--- src/u8dec_pkg.sv ---
// Package for the UTF-8 validating decoder.
// Holds status codes, byte masks, code point floors and the result struct.
// No dependencies.
package u8dec_pkg;

  localparam int unsigned CP_W = 21;

  typedef logic [1:0]      status_t;
  typedef logic [CP_W-1:0] code_point_t;

  // result status codes
  localparam status_t ST_OK       = 2'd0;
  localparam status_t ST_BAD_LEAD = 2'd1;
  localparam status_t ST_MISSING  = 2'd2;
  localparam status_t ST_OVERLONG = 2'd3;

  // byte classification masks and patterns
  localparam logic [7:0] ASCII_MASK = 8'h80;
  localparam logic [7:0] CONT_MASK  = 8'hC0;
  localparam logic [7:0] CONT_PAT   = 8'h80;
  localparam logic [7:0] LEAD2_MASK = 8'hE0;
  localparam logic [7:0] LEAD2_PAT  = 8'hC0;
  localparam logic [7:0] LEAD3_MASK = 8'hF0;
  localparam logic [7:0] LEAD3_PAT  = 8'hE0;
  localparam logic [7:0] LEAD4_MASK = 8'hF8;
  localparam logic [7:0] LEAD4_PAT  = 8'hF0;

  // payload bits carried by each byte kind
  localparam logic [7:0] LEAD2_BITS = 8'h1F;
  localparam logic [7:0] LEAD3_BITS = 8'h0F;
  localparam logic [7:0] LEAD4_BITS = 8'h07;
  localparam logic [7:0] CONT_BITS  = 8'h3F;

  // sequence length minus one
  localparam logic [1:0] LEN_ONE   = 2'd0;
  localparam logic [1:0] LEN_TWO   = 2'd1;
  localparam logic [1:0] LEN_THREE = 2'd2;
  localparam logic [1:0] LEN_FOUR  = 2'd3;

  // smallest legal value for each multi-byte length
  localparam code_point_t FLOOR_TWO   = 21'h00080;
  localparam code_point_t FLOOR_THREE = 21'h00800;
  localparam code_point_t FLOOR_FOUR  = 21'h10000;

  // one decoded result, with a flag saying whether the step produced it
  typedef struct packed {
    logic        emit;
    code_point_t code_point;
    status_t     status;
    logic        end_of_string;
  } result_t;

endpackage

--- src/u8dec_if.sv ---
// Channel interfaces for the UTF-8 validating decoder.
// Byte channel in, result channel out; depends on u8dec_pkg.
interface u8dec_byte_if;
  logic       valid;
  logic       ready;
  logic [7:0] data_byte;
  logic       last_byte;

  modport source (output valid, output data_byte, output last_byte, input ready);
  modport sink   (input valid, input data_byte, input last_byte, output ready);
endinterface

interface u8dec_result_if;
  logic                 valid;
  logic                 ready;
  u8dec_pkg::code_point_t code_point;
  u8dec_pkg::status_t   status;
  logic                 end_of_string;

  modport source (output valid, output code_point, output status,
                  output end_of_string, input ready);
  modport sink   (input valid, input code_point, input status,
                  input end_of_string, output ready);
endinterface

--- src/utf8_validating_decoder_unit.sv ---
// UTF-8 validating decoder, top level.
// Ties input register, decode step and result register; uses u8dec_pkg and u8dec_if.

// The block takes one byte beat per clock unless the result side stalls, and
// gives at most one result beat per byte: a code point when a sequence
// completes with status ok, or one error status (bad lead, missing
// continuation or truncation, overlong) after which the rest of that string
// is dropped up to its flagged last byte. Throughput is one byte per cycle
// when not stalled, with no dead cycles between strings. A byte accepted into
// the input register is decoded combinationally on its way to the result
// register. A stalled result holds the decode step, and ready drops once the
// input register holds a byte.
module utf8_validating_decoder_unit (
  input  logic           clk,
  input  logic           rst,
  u8dec_byte_if.sink     in_bytes,
  u8dec_result_if.source out_results
);

  logic               held_valid;
  logic [7:0]         held_byte;
  logic               held_last;
  logic               can_take;
  logic               advance;
  u8dec_pkg::result_t result;

  // a held byte moves on when the result register has room
  assign advance = held_valid && can_take;

  u8dec_in_reg u_in_reg (
    .clk        (clk),
    .rst        (rst),
    .in_bytes   (in_bytes),
    .advance    (advance),
    .held_valid (held_valid),
    .held_byte  (held_byte),
    .held_last  (held_last)
  );

  u8dec_core u_core (
    .clk       (clk),
    .rst       (rst),
    .advance   (advance),
    .data_byte (held_byte),
    .last_byte (held_last),
    .result    (result)
  );

  u8dec_out_reg u_out_reg (
    .clk         (clk),
    .rst         (rst),
    .advance     (advance),
    .result      (result),
    .can_take    (can_take),
    .out_results (out_results)
  );

endmodule

--- src/u8dec_in_reg.sv ---
// Input register of the UTF-8 decoder.
// Captures one byte beat and holds it until the decode step takes it; uses u8dec_if.
module u8dec_in_reg (
  input  logic              clk,
  input  logic              rst,
  u8dec_byte_if.sink        in_bytes,
  input  logic              advance,
  output logic              held_valid,
  output logic [7:0]        held_byte,
  output logic              held_last
);

  logic accept;

  // room when empty or when the held byte leaves this cycle
  assign in_bytes.ready = !held_valid || advance;
  assign accept         = in_bytes.valid && in_bytes.ready;

  // valid flag
  always_ff @(posedge clk) begin
    if (rst) begin
      held_valid <= 1'b0;
    end else if (accept) begin
      held_valid <= 1'b1;
    end else if (advance) begin
      held_valid <= 1'b0;
    end
  end

  // payload
  always_ff @(posedge clk) begin
    if (accept) begin
      held_byte <= in_bytes.data_byte;
      held_last <= in_bytes.last_byte;
    end
  end

endmodule

--- src/u8dec_core.sv ---
// Decode step of the UTF-8 decoder: sequence state and per-byte validation.
// Uses u8dec_pkg for masks, status codes and the result struct.
module u8dec_core (
  input  logic                clk,
  input  logic                rst,
  input  logic                advance,
  input  logic [7:0]          data_byte,
  input  logic                last_byte,
  output u8dec_pkg::result_t  result
);

  logic [1:0]             bytes_left, bytes_left_next;
  logic [1:0]             sequence_length, sequence_length_next;
  u8dec_pkg::code_point_t code_accumulator, code_accumulator_next;
  logic                   rejecting, rejecting_next;

  u8dec_pkg::code_point_t acc_shifted;
  logic [1:0]             left_dec;
  u8dec_pkg::code_point_t floor_val;
  logic                   is_cont;

  assign acc_shifted = {code_accumulator[u8dec_pkg::CP_W-7:0],
                        data_byte[5:0] & u8dec_pkg::CONT_BITS[5:0]};
  assign left_dec    = bytes_left - 2'd1;
  assign is_cont     = (data_byte & u8dec_pkg::CONT_MASK) == u8dec_pkg::CONT_PAT;

  // overlong floor for the current sequence length
  always_comb begin
    case (sequence_length)
      u8dec_pkg::LEN_TWO:   floor_val = u8dec_pkg::FLOOR_TWO;
      u8dec_pkg::LEN_THREE: floor_val = u8dec_pkg::FLOOR_THREE;
      default:              floor_val = u8dec_pkg::FLOOR_FOUR;
    endcase
  end

  // per-byte decision
  always_comb begin
    logic fail;
    logic [1:0] fail_status;
    fail                  = 1'b0;
    fail_status           = u8dec_pkg::ST_OK;
    bytes_left_next       = bytes_left;
    sequence_length_next  = sequence_length;
    code_accumulator_next = code_accumulator;
    rejecting_next        = rejecting;
    result                = '0;

    if (rejecting) begin
      // drop bytes until the end of the string
      if (last_byte) begin
        bytes_left_next       = 2'd0;
        sequence_length_next  = u8dec_pkg::LEN_ONE;
        code_accumulator_next = '0;
        rejecting_next        = 1'b0;
      end
    end else if (bytes_left == 2'd0) begin
      // expecting a lead byte
      if ((data_byte & u8dec_pkg::ASCII_MASK) == 8'h00) begin
        result.emit          = 1'b1;
        result.code_point    = {13'd0, data_byte};
        result.status        = u8dec_pkg::ST_OK;
        result.end_of_string = last_byte;
      end else begin
        if ((data_byte & u8dec_pkg::LEAD2_MASK) == u8dec_pkg::LEAD2_PAT) begin
          sequence_length_next  = u8dec_pkg::LEN_TWO;
          bytes_left_next       = u8dec_pkg::LEN_TWO;
          code_accumulator_next = {13'd0, data_byte & u8dec_pkg::LEAD2_BITS};
        end else if ((data_byte & u8dec_pkg::LEAD3_MASK) == u8dec_pkg::LEAD3_PAT) begin
          sequence_length_next  = u8dec_pkg::LEN_THREE;
          bytes_left_next       = u8dec_pkg::LEN_THREE;
          code_accumulator_next = {13'd0, data_byte & u8dec_pkg::LEAD3_BITS};
        end else if ((data_byte & u8dec_pkg::LEAD4_MASK) == u8dec_pkg::LEAD4_PAT) begin
          sequence_length_next  = u8dec_pkg::LEN_FOUR;
          bytes_left_next       = u8dec_pkg::LEN_FOUR;
          code_accumulator_next = {13'd0, data_byte & u8dec_pkg::LEAD4_BITS};
        end else begin
          fail        = 1'b1;
          fail_status = u8dec_pkg::ST_BAD_LEAD;
        end
        if (!fail && last_byte) begin
          fail        = 1'b1;
          fail_status = u8dec_pkg::ST_MISSING;
        end
      end
    end else if (!is_cont) begin
      // lead or ascii byte inside a sequence
      fail        = 1'b1;
      fail_status = u8dec_pkg::ST_MISSING;
    end else begin
      // good continuation byte
      code_accumulator_next = acc_shifted;
      bytes_left_next       = left_dec;
      if (left_dec != 2'd0) begin
        if (last_byte) begin
          fail        = 1'b1;
          fail_status = u8dec_pkg::ST_MISSING;
        end
      end else if (acc_shifted < floor_val) begin
        fail        = 1'b1;
        fail_status = u8dec_pkg::ST_OVERLONG;
      end else begin
        result.emit           = 1'b1;
        result.code_point     = acc_shifted;
        result.status         = u8dec_pkg::ST_OK;
        result.end_of_string  = last_byte;
        sequence_length_next  = u8dec_pkg::LEN_ONE;
        code_accumulator_next = '0;
      end
    end

    // error: clear the sequence, report once, drop the rest of the string
    if (fail) begin
      bytes_left_next       = 2'd0;
      sequence_length_next  = u8dec_pkg::LEN_ONE;
      code_accumulator_next = '0;
      rejecting_next        = !last_byte;
      result.emit           = 1'b1;
      result.code_point     = '0;
      result.status         = fail_status;
      result.end_of_string  = 1'b1;
    end
  end

  // sequence state
  always_ff @(posedge clk) begin
    if (rst) begin
      bytes_left       <= 2'd0;
      sequence_length  <= u8dec_pkg::LEN_ONE;
      code_accumulator <= '0;
      rejecting        <= 1'b0;
    end else if (advance) begin
      bytes_left       <= bytes_left_next;
      sequence_length  <= sequence_length_next;
      code_accumulator <= code_accumulator_next;
      rejecting        <= rejecting_next;
    end
  end

endmodule

--- src/u8dec_out_reg.sv ---
// Result register of the UTF-8 decoder.
// Holds one result beat until the sink takes it; uses u8dec_pkg and u8dec_if.
module u8dec_out_reg (
  input  logic               clk,
  input  logic               rst,
  input  logic               advance,
  input  u8dec_pkg::result_t result,
  output logic               can_take,
  u8dec_result_if.source     out_results
);

  logic load;

  assign can_take = !out_results.valid || out_results.ready;
  assign load     = advance && result.emit;

  // valid flag
  always_ff @(posedge clk) begin
    if (rst) begin
      out_results.valid <= 1'b0;
    end else if (load) begin
      out_results.valid <= 1'b1;
    end else if (out_results.ready) begin
      out_results.valid <= 1'b0;
    end
  end

  // payload
  always_ff @(posedge clk) begin
    if (load) begin
      out_results.code_point    <= result.code_point;
      out_results.status        <= result.status;
      out_results.end_of_string <= result.end_of_string;
    end
  end

endmodule
--- src/flat_wrapper.sv ---
// flat-port wrapper written by rule: the top's interface ports become plain ports
module utf8_validating_decoder_unit_flat 
  (clk, rst, in_bytes_valid, in_bytes_data_byte, in_bytes_last_byte, in_bytes_ready, out_results_valid, out_results_code_point, out_results_status, out_results_end_of_string, out_results_ready);
  u8dec_byte_if in_bytes_i ();
  u8dec_result_if out_results_i ();
  input  logic clk;
  input  logic rst;
  input wire logic [$bits(in_bytes_i.valid)-1:0] in_bytes_valid;
  input wire logic [$bits(in_bytes_i.data_byte)-1:0] in_bytes_data_byte;
  input wire logic [$bits(in_bytes_i.last_byte)-1:0] in_bytes_last_byte;
  output wire logic [$bits(in_bytes_i.ready)-1:0] in_bytes_ready;
  output wire logic [$bits(out_results_i.valid)-1:0] out_results_valid;
  output wire logic [$bits(out_results_i.code_point)-1:0] out_results_code_point;
  output wire logic [$bits(out_results_i.status)-1:0] out_results_status;
  output wire logic [$bits(out_results_i.end_of_string)-1:0] out_results_end_of_string;
  input wire logic [$bits(out_results_i.ready)-1:0] out_results_ready;
  assign in_bytes_i.valid = in_bytes_valid;
  assign in_bytes_i.data_byte = in_bytes_data_byte;
  assign in_bytes_i.last_byte = in_bytes_last_byte;
  assign in_bytes_ready = in_bytes_i.ready;
  assign out_results_valid = out_results_i.valid;
  assign out_results_code_point = out_results_i.code_point;
  assign out_results_status = out_results_i.status;
  assign out_results_end_of_string = out_results_i.end_of_string;
  assign out_results_i.ready = out_results_ready;
  utf8_validating_decoder_unit u_core (.clk(clk), .rst(rst), .in_bytes(in_bytes_i), .out_results(out_results_i));
endmodule
--- config.mk ---
export PLATFORM = sky130hd
export DESIGN_NAME = utf8_validating_decoder_unit_flat
export DESIGN_NICKNAME = d
export VERILOG_FILES = /design/src/u8dec_pkg.sv /design/src/u8dec_if.sv /design/src/utf8_validating_decoder_unit.sv /design/src/u8dec_in_reg.sv /design/src/u8dec_core.sv /design/src/u8dec_out_reg.sv /design/src/flat_wrapper.sv
export SDC_FILE = /design/constraint.sdc
export NUM_CORES = 1
export LEC_CHECK = 0
export BUFFER_PORTS_ARGS = -buffer_cell sky130_fd_sc_hd__buf_4
export CAP_MARGIN = 25
export CORE_ASPECT_RATIO = 0.75
export CORE_MARGIN = 4
export CORE_UTILIZATION = 40
export CTS_CLUSTER_DIAMETER = 30
export DETAILED_ROUTE_END_ITERATION = 16
export SLEW_MARGIN = 20
export SYNTH_ARGS = -nofsm -noshare
export SYNTH_HDL_FRONTEND = slang
export SYNTH_SLANG_ARGS = --single-unit
export TNS_END_PERCENT = 5
--- constraint.sdc ---
create_clock -name clk -period 3.7 [get_ports clk]
set_clock_uncertainty 0.05 [all_clocks]
set_input_delay 0.74 -clock clk [delete_from_list [all_inputs] [get_ports clk]]
set_output_delay 0.74 -clock clk [all_outputs]
set_load 0.005 [all_outputs]
==> results.json, run 1 <==
{
  "status": "complete, no violations",
  "totalWireLength_mm": 5.08,
  "gp_congestion": 0.799,
  "min-delay-path-class": "flip-flop to flip-flop",
  "critPathMaxFanout": 19,
  "preCtsSetupSlack_ns": 0.823,
  "clk_latency_ns": 0.30,
  "grt_pass1_wl_mm": 8.44,
  "drc": 0,
  "reg2reg_from": "u_core.u_core.sequence_length[0]",
  "layout_common_cells": "39 x buf_4, 33 x edfxtp_1, 22 x a21oi_1, 22 x dfxtp_1, 21 x and2_1",
  "synth_cell_types": 46,
  "p_per_area_nw_per_um2": 394,
  "cts_buffers": 5,
  "drtAntennaViolNets": 0,
  "drive_gt1_share_pct": 23.7,
  "relSlewSlack_pct": 41.7,
  "post-route-min-period_ns": 2.84,
  "drtPass1Iterations": 4,
  "tightest_slew_ns": 0.871,
  "grt_pass1_vias": 1666,
  "startpoint_type": "flip-flop",
  "r2r_cells": 10,
  "netlist_area_um2": 2490,
  "dieArea_um2": 7560,
  "drv_slew": 0,
  "syn_inst": 223,
  "end_kind": "flip-flop",
  "vias": 1770,
  "grtUsageTotal_pct": 13.8,
  "postSynthAreaPerCell_um2": 11.2,
  "crit_arrival_ns": 2.79,
  "synth_area_leaders": "edfxtp_1 40%, dfxtp_1 18%, and2_1 5.3%",
  "hold_buffers": 0,
  "cts_tree": "yes",
  "cp.required_ns": 3.64,
  "drtIter0Drc": 137,
  "die_h_um": 76.3,
  "synth_top_area_share_pct": 39.8,
  "fmax_mhz": 352,
  "power_mw": 1.15,
  "die_width_um": 99.1,
  "clockRootBuffer": "clkbuf_8",
  "mostFrequentLayoutCell": "buf_4",
  "synthToLayoutAreaGrowth_pct": 17.3,
  "timing_hold_violations_final": 0,
  "cts.sinks": 55,
  "core_area_um2": 5920,
  "synth_ff_type": "edfxtp_1",
  "final-setup-viol-count": 0,
  "viasPerCell": 5.28,
  "ioPinCount": 39,
  "start_util_pct": 42.1,
  "rr_endpoint": "u_core.u_out_reg.out_results.code_point[3]",
  "setup-tns-final_ns": 0,
  "fin_ws_ns": 0.856,
  "critPathKind": "flip-flop to flip-flop",
  "worstHoldPathCells": 2,
  "yosysWarnings": 0,
  "antenna_found_initial": 0,
  "cts_max_path_buffers": 2,
  "cts_resized": 0,
  "num_antenna_cells": 0,
  "grt_remaining_overflow": 0,
  "grt_setup_unrepaired": "no",
  "post_cts_buffers": 0,
  "wire_per_inst_um": 15.2,
  "crit_path_end": "u_core.u_out_reg.out_results.code_point[3]",
  "maxCapViolCount": 0,
  "ys_async_sr_fraction_pct": 0,
  "power.leakage_nw": 1.04,
  "portBuffers": 38,
  "ys_ff_latch": 55,
  "clk_pin_slew_ns": 0.09,
  "rows": 24,
  "period_share_pct": 76.9,
  "fin_nets": 273,
  "r2r_slack_ns": 0.86,
  "syn_nets": 240,
  "dpl.hpwl_mm": 3.68,
  "h-tree-depth": 2,
  "startpoint": "u_core.u_core.sequence_length[0]",
  "yosysTopAreaCell": "edfxtp_1",
  "grt_max_degree": 23,
  "synth-edff-count": 33,
  "peakVddDrop_v": 0.000176,
  "ys_seq_area_share_pct": 57.5
}
==> kinds of logic after synthesis <==
group,after synthesis,share of synthesized area [%]
flip-flops,55,57.5
buffers and inverters,17,3.02
adder cells (fa/ha/maj),4,2.01
AO/OA/AOI/OAI,51,14.5
AND/OR/NAND/NOR,96,22.9
==> area by class of cell <==
type                            count  area [um2]
Timing Repair Buffer               39         293
Fill cell                         558        3000
Clock inverter                      2        17.5
Tap cell                           78        97.6
Inverter                            4        15.0
Multi-Input combinational cell    151         993
Clock buffer                        6        72.6
Sequential cell                    55        1430
==> report_power, final <==
| part | internal (mW) | switching, mW |
|---|---|---|
| logic | 0.0598 | 0.0686 |
| clock network | 0.136 | 0.186 |
| registers | 0.678 | 0.0234 |
==> synth_stat cells, types with 2 or more instances <==
library cell,number
a211oi_1,4
a21oi_1,22
a21oi_2,2
a22o_1,3
and2_1,21
buf_2,3
clkbuf_1,8
dfxtp_1,22
edfxtp_1,33
ha_1,4
inv_1,4
nand2_1,19
nand2b_1,6
nand3_1,12
nand4b_1,2
nor2_1,10
nor2b_1,3
nor3_1,5
o211ai_1,2
o21ai_0,5
o21ai_1,2
o31ai_1,2
or3_1,3
or4_1,4
==> metal layers <==
layer	track usage [%]	routed length (um)	vias to the layer above
met5	0	0	-
met4	2.46	23	0
met3	3.57	385	2
met2	19.8	2130	64
met1	21.0	2540	820
li1	-	-	884
==> how the worst min path moves through the flow <==
stage,startpoint,to,slack [ns]
after floorplan,u_core.u_core.code_accumulator[9],u_core.u_core.code_accumulator[9],0.38
after global placement,u_core.u_core.code_accumulator[9],u_core.u_core.code_accumulator[9],0.41
after detailed placement,u_core.u_in_reg.held_byte[1],u_core.u_core.code_accumulator[1],0.42
after CTS,u_core.u_core.code_accumulator[9],u_core.u_core.code_accumulator[9],0.43
after global routing,u_core.u_core.code_accumulator[9],u_core.u_core.code_accumulator[9],0.44
final,u_core.u_core.code_accumulator[9],u_core.u_core.code_accumulator[9],0.43
==> state kept, by name, summed over array words and instances, names as in the netlist <==
| register | count |
|---|---|
| u_core.u_out_reg.out_results.code_point | 21 |
| u_core.u_core.code_accumulator | 15 |
| u_core.u_in_reg.held_byte | 8 |
| u_core.u_core.bytes_left | 2 |
| u_core.u_core.sequence_length | 2 |
| u_core.u_out_reg.out_results.status | 2 |
| u_core.u_core.rejecting | 1 |
| u_core.u_in_reg.held_last | 1 |
| u_core.u_in_reg.held_valid | 1 |
| u_core.u_out_reg.out_results.end_of_string | 1 |
| u_core.u_out_reg.out_results.valid | 1 |
==> critical path, cell delays in order (launching register included) <==
cell and delay (ns):
dfxtp_1 0.35, inv_1 0.05, ha_1 0.27, inv_1 0.04
ha_1 0.19, or4_4 0.45, nor2_1 0.10, and3_2 0.25
a2111oi_4 0.10, nor3_4 0.36, buf_4 0.33
==> metrics by stage <==
step,instances,hold slack (ns),instance area [um2],util (%)
after CTS,335,0.433,2920,49.4
final,335,0.430,2920,49.4
after global placement,327,0.408,2830,47.8
after global routing,335,0.444,2920,49.4
after detailed placement,327,0.418,2830,47.8
after floorplan,223,0.385,2490,-
Power figures use the tool's default switching activity.
==> inputs of run 2 (changes only) <==
- clock period: 3.7 -> 2.5 ns (I/O delays scaled with it)
==> run 2 against run 1 <==
Against the previous run: the flow now finishes with violations (setup timing); setup slack worse by 0.98 ns; cell count is 12% higher; power is 59% higher; sequential share of layout area is 6.3 points lower; combinational power is 140% higher; clock power is 54% higher; global-route usage is 3.5 points higher; critical path depth is 3 higher; worst hold slack worse by 0.12 ns; core utilization is 7.4 points higher; largest cell class unchanged; highest routed layer unchanged.
==> results.json, run 2 (synthesis gave the netlist of run 1 again) <==
{
  "power_mw": 1.83,
  "grt_pass1_vias": 1987,
  "portBuffers": 38,
  "drv_slew": 0,
  "core_area_um2": 5920,
  "final-setup-viol-count": 45,
  "gp_congestion": 0.812,
  "wire_per_inst_um": 16.7,
  "cts_buffers": 5,
  "fin_nets": 314,
  "top_register": "u_core.u_out_reg.out_results.code_point",
  "grt_pass1_wl_mm": 10.4,
  "start_util_pct": 42.1,
  "reg.largest.list": "u_core.u_out_reg.out_results.code_point (21), u_core.u_core.code_accumulator (15), u_core.u_in_reg.held_byte (8)",
  "whs_ns": 0.308,
  "status": "finished with violations",
  "fin_cells": 376,
  "r2r_cells": 13,
  "cts.sinks": 55,
  "drive_gt1_share_pct": 36.9,
  "critPathKind": "flip-flop to flip-flop",
  "reg2reg_from": "u_core.u_core.sequence_length[0]",
  "clk_pin_slew_ns": 0.10,
  "drc": 0,
  "cts_max_path_buffers": 2,
  "min-delay-path-class": "input port to flip-flop",
  "largest_reg_flops": 21,
  "relSlewSlack_pct": 45.3,
  "grt_remaining_overflow": 0,
  "min_from": "in_bytes_data_byte[3]",
  "dp_cells": 358,
  "tightest_slew_ns": 0.819,
  "multi_input_area_um2": 1060,
  "fmax_mhz": 381,
  "critPathMaxFanout": 5,
  "timing_hold_violations_final": 0,
  "r2r_slack_ns": -0.13,
  "startpoint_type": "flip-flop",
  "worstHoldEndpoint": "u_core.u_in_reg.held_byte[3]",
  "ioPinCount": 39,
  "rows": 24,
  "viasPerCell": 5.41,
  "clk_latency_ns": 0.31,
  "die_width_um": 99.1,
  "grt_max_degree": 23,
  "clockRootBuffer": "clkbuf_8",
  "period_share_pct": 105,
  "setup-tns-final_ns": -3.56,
  "drtPass1Iterations": 5,
  "num_antenna_cells": 0,
  "maxCapViolCount": 0,
  "seqCellArea_um2": 1430,
  "finish.utilization_pct": 56.7,
  "antenna_found_initial": 0,
  "dieArea_um2": 7560,
  "crit_arrival_ns": 2.67,
  "cp.required_ns": 2.54,
  "h-tree-depth": 2,
  "grt_setup_unrepaired": "yes",
  "fill_cells": 525,
  "violations": "setup timing",
  "peakVddDrop_v": 0.000295,
  "layout_common_cells": "70 x buf_4, 33 x edfxtp_1, 22 x a21oi_1",
  "mostFrequentLayoutCell": "buf_4",
  "die_h_um": 76.3,
  "post-route-min-period_ns": 2.63,
  "fin_ws_ns": -0.126,
  "end_kind": "flip-flop",
  "totalWireLength_mm": 6.28,
  "power.leakage_nw": 1.26,
  "grtUsageTotal_pct": 17.3,
  "drtIter0Drc": 169,
  "preCtsSetupSlack_ns": -0.489,
  "p_per_area_nw_per_um2": 545,
  "fin_area_um2": 3360,
  "dpl.hpwl_mm": 4.36,
  "vias": 2036,
  "placed_area_um2": 3070,
  "drtAntennaViolNets": 0,
  "cts_tree": "yes",
  "worstHoldPathCells": 1,
  "hold_buffers": 0,
  "synthToLayoutAreaGrowth_pct": 34.9,
  "rr_endpoint": "u_core.u_out_reg.out_results.code_point[2]"
}
==> run 2: changes by cell type in the layout (fill, tap and decap cells not counted), moves of 2 or more <==
cell / delta
buf_12: +2
buf_6: +6
inv_2: +2
inv_1: -2
buf_4: +31
ha_4: +2
ha_1: -2
==> run 2: power breakdown <==
group	switching (mW)	internal [mW]	total [mW]
registers	0.0256	1.00	1.03
logic	0.144	0.158	0.302
clock network	0.296	0.202	0.497
total	0.465	1.36	1.83
==> run 2: layer usage <==
metal  wire, um  vias to the layer above  part of all wire [%]  track usage (%)
li1           -                      970                     -                -
met1       2950                      956                    47             25.3
met2       2720                       95                    43             25.7
met3        480                       15                   7.6             3.93
met4        132                        0                   2.1             4.64
met5          0                        -                     0                0
==> run 2: worst max-delay path, cell delays in order (launching register included) <==
cell and delay, ns:
dfxtp_2 0.34, inv_2 0.04, ha_4 0.25, inv_2 0.04, ha_4 0.15, or4_4 0.42, buf_6 0.14, o31ai_4 0.18
a21oi_2 0.08, a2111oi_4 0.19, buf_4 0.20, buf_12 0.11, nor3_4 0.04, buf_6 0.17
==> run 2: worst max path at each step <==
stage / start / end / slack [ns]
5_1_grt: u_core.u_core.sequence_length[0] / u_core.u_out_reg.out_results.code_point[5] / -0.21
2_1_floorplan: u_core.u_core.sequence_length[0] / u_core.u_out_reg.out_results.code_point[0] / -0.24
3_3_place_gp: u_core.u_core.sequence_length[0] / u_core.u_out_reg.out_results.code_point[8] / -0.41
4_1_cts: u_core.u_core.sequence_length[0] / u_core.u_out_reg.out_results.code_point[4] / -0.17
6_report: u_core.u_core.sequence_length[0] / u_core.u_out_reg.out_results.code_point[2] / -0.13
3_5_place_dp: u_core.u_core.sequence_length[0] / u_core.u_out_reg.out_results.code_point[0] / -0.49
==> run 2: final cells by class <==
class                   instances  area share, %
repair buffers                 79           19.7
clock inverters                 2          0.522
well taps                      78           2.91
inverters                       4          0.447
flip-flops and latches         55           42.7
clock buffers                   6           2.16
multi-input cells             152           31.6
==> run 2: what timing repair did <==
item,4_1_cts,5_1_grt
buffers inserted,8,0
resized for setup,16,3
pin swaps,17,3
gates cloned,2,0
endpoints found under the setup margin,45,47
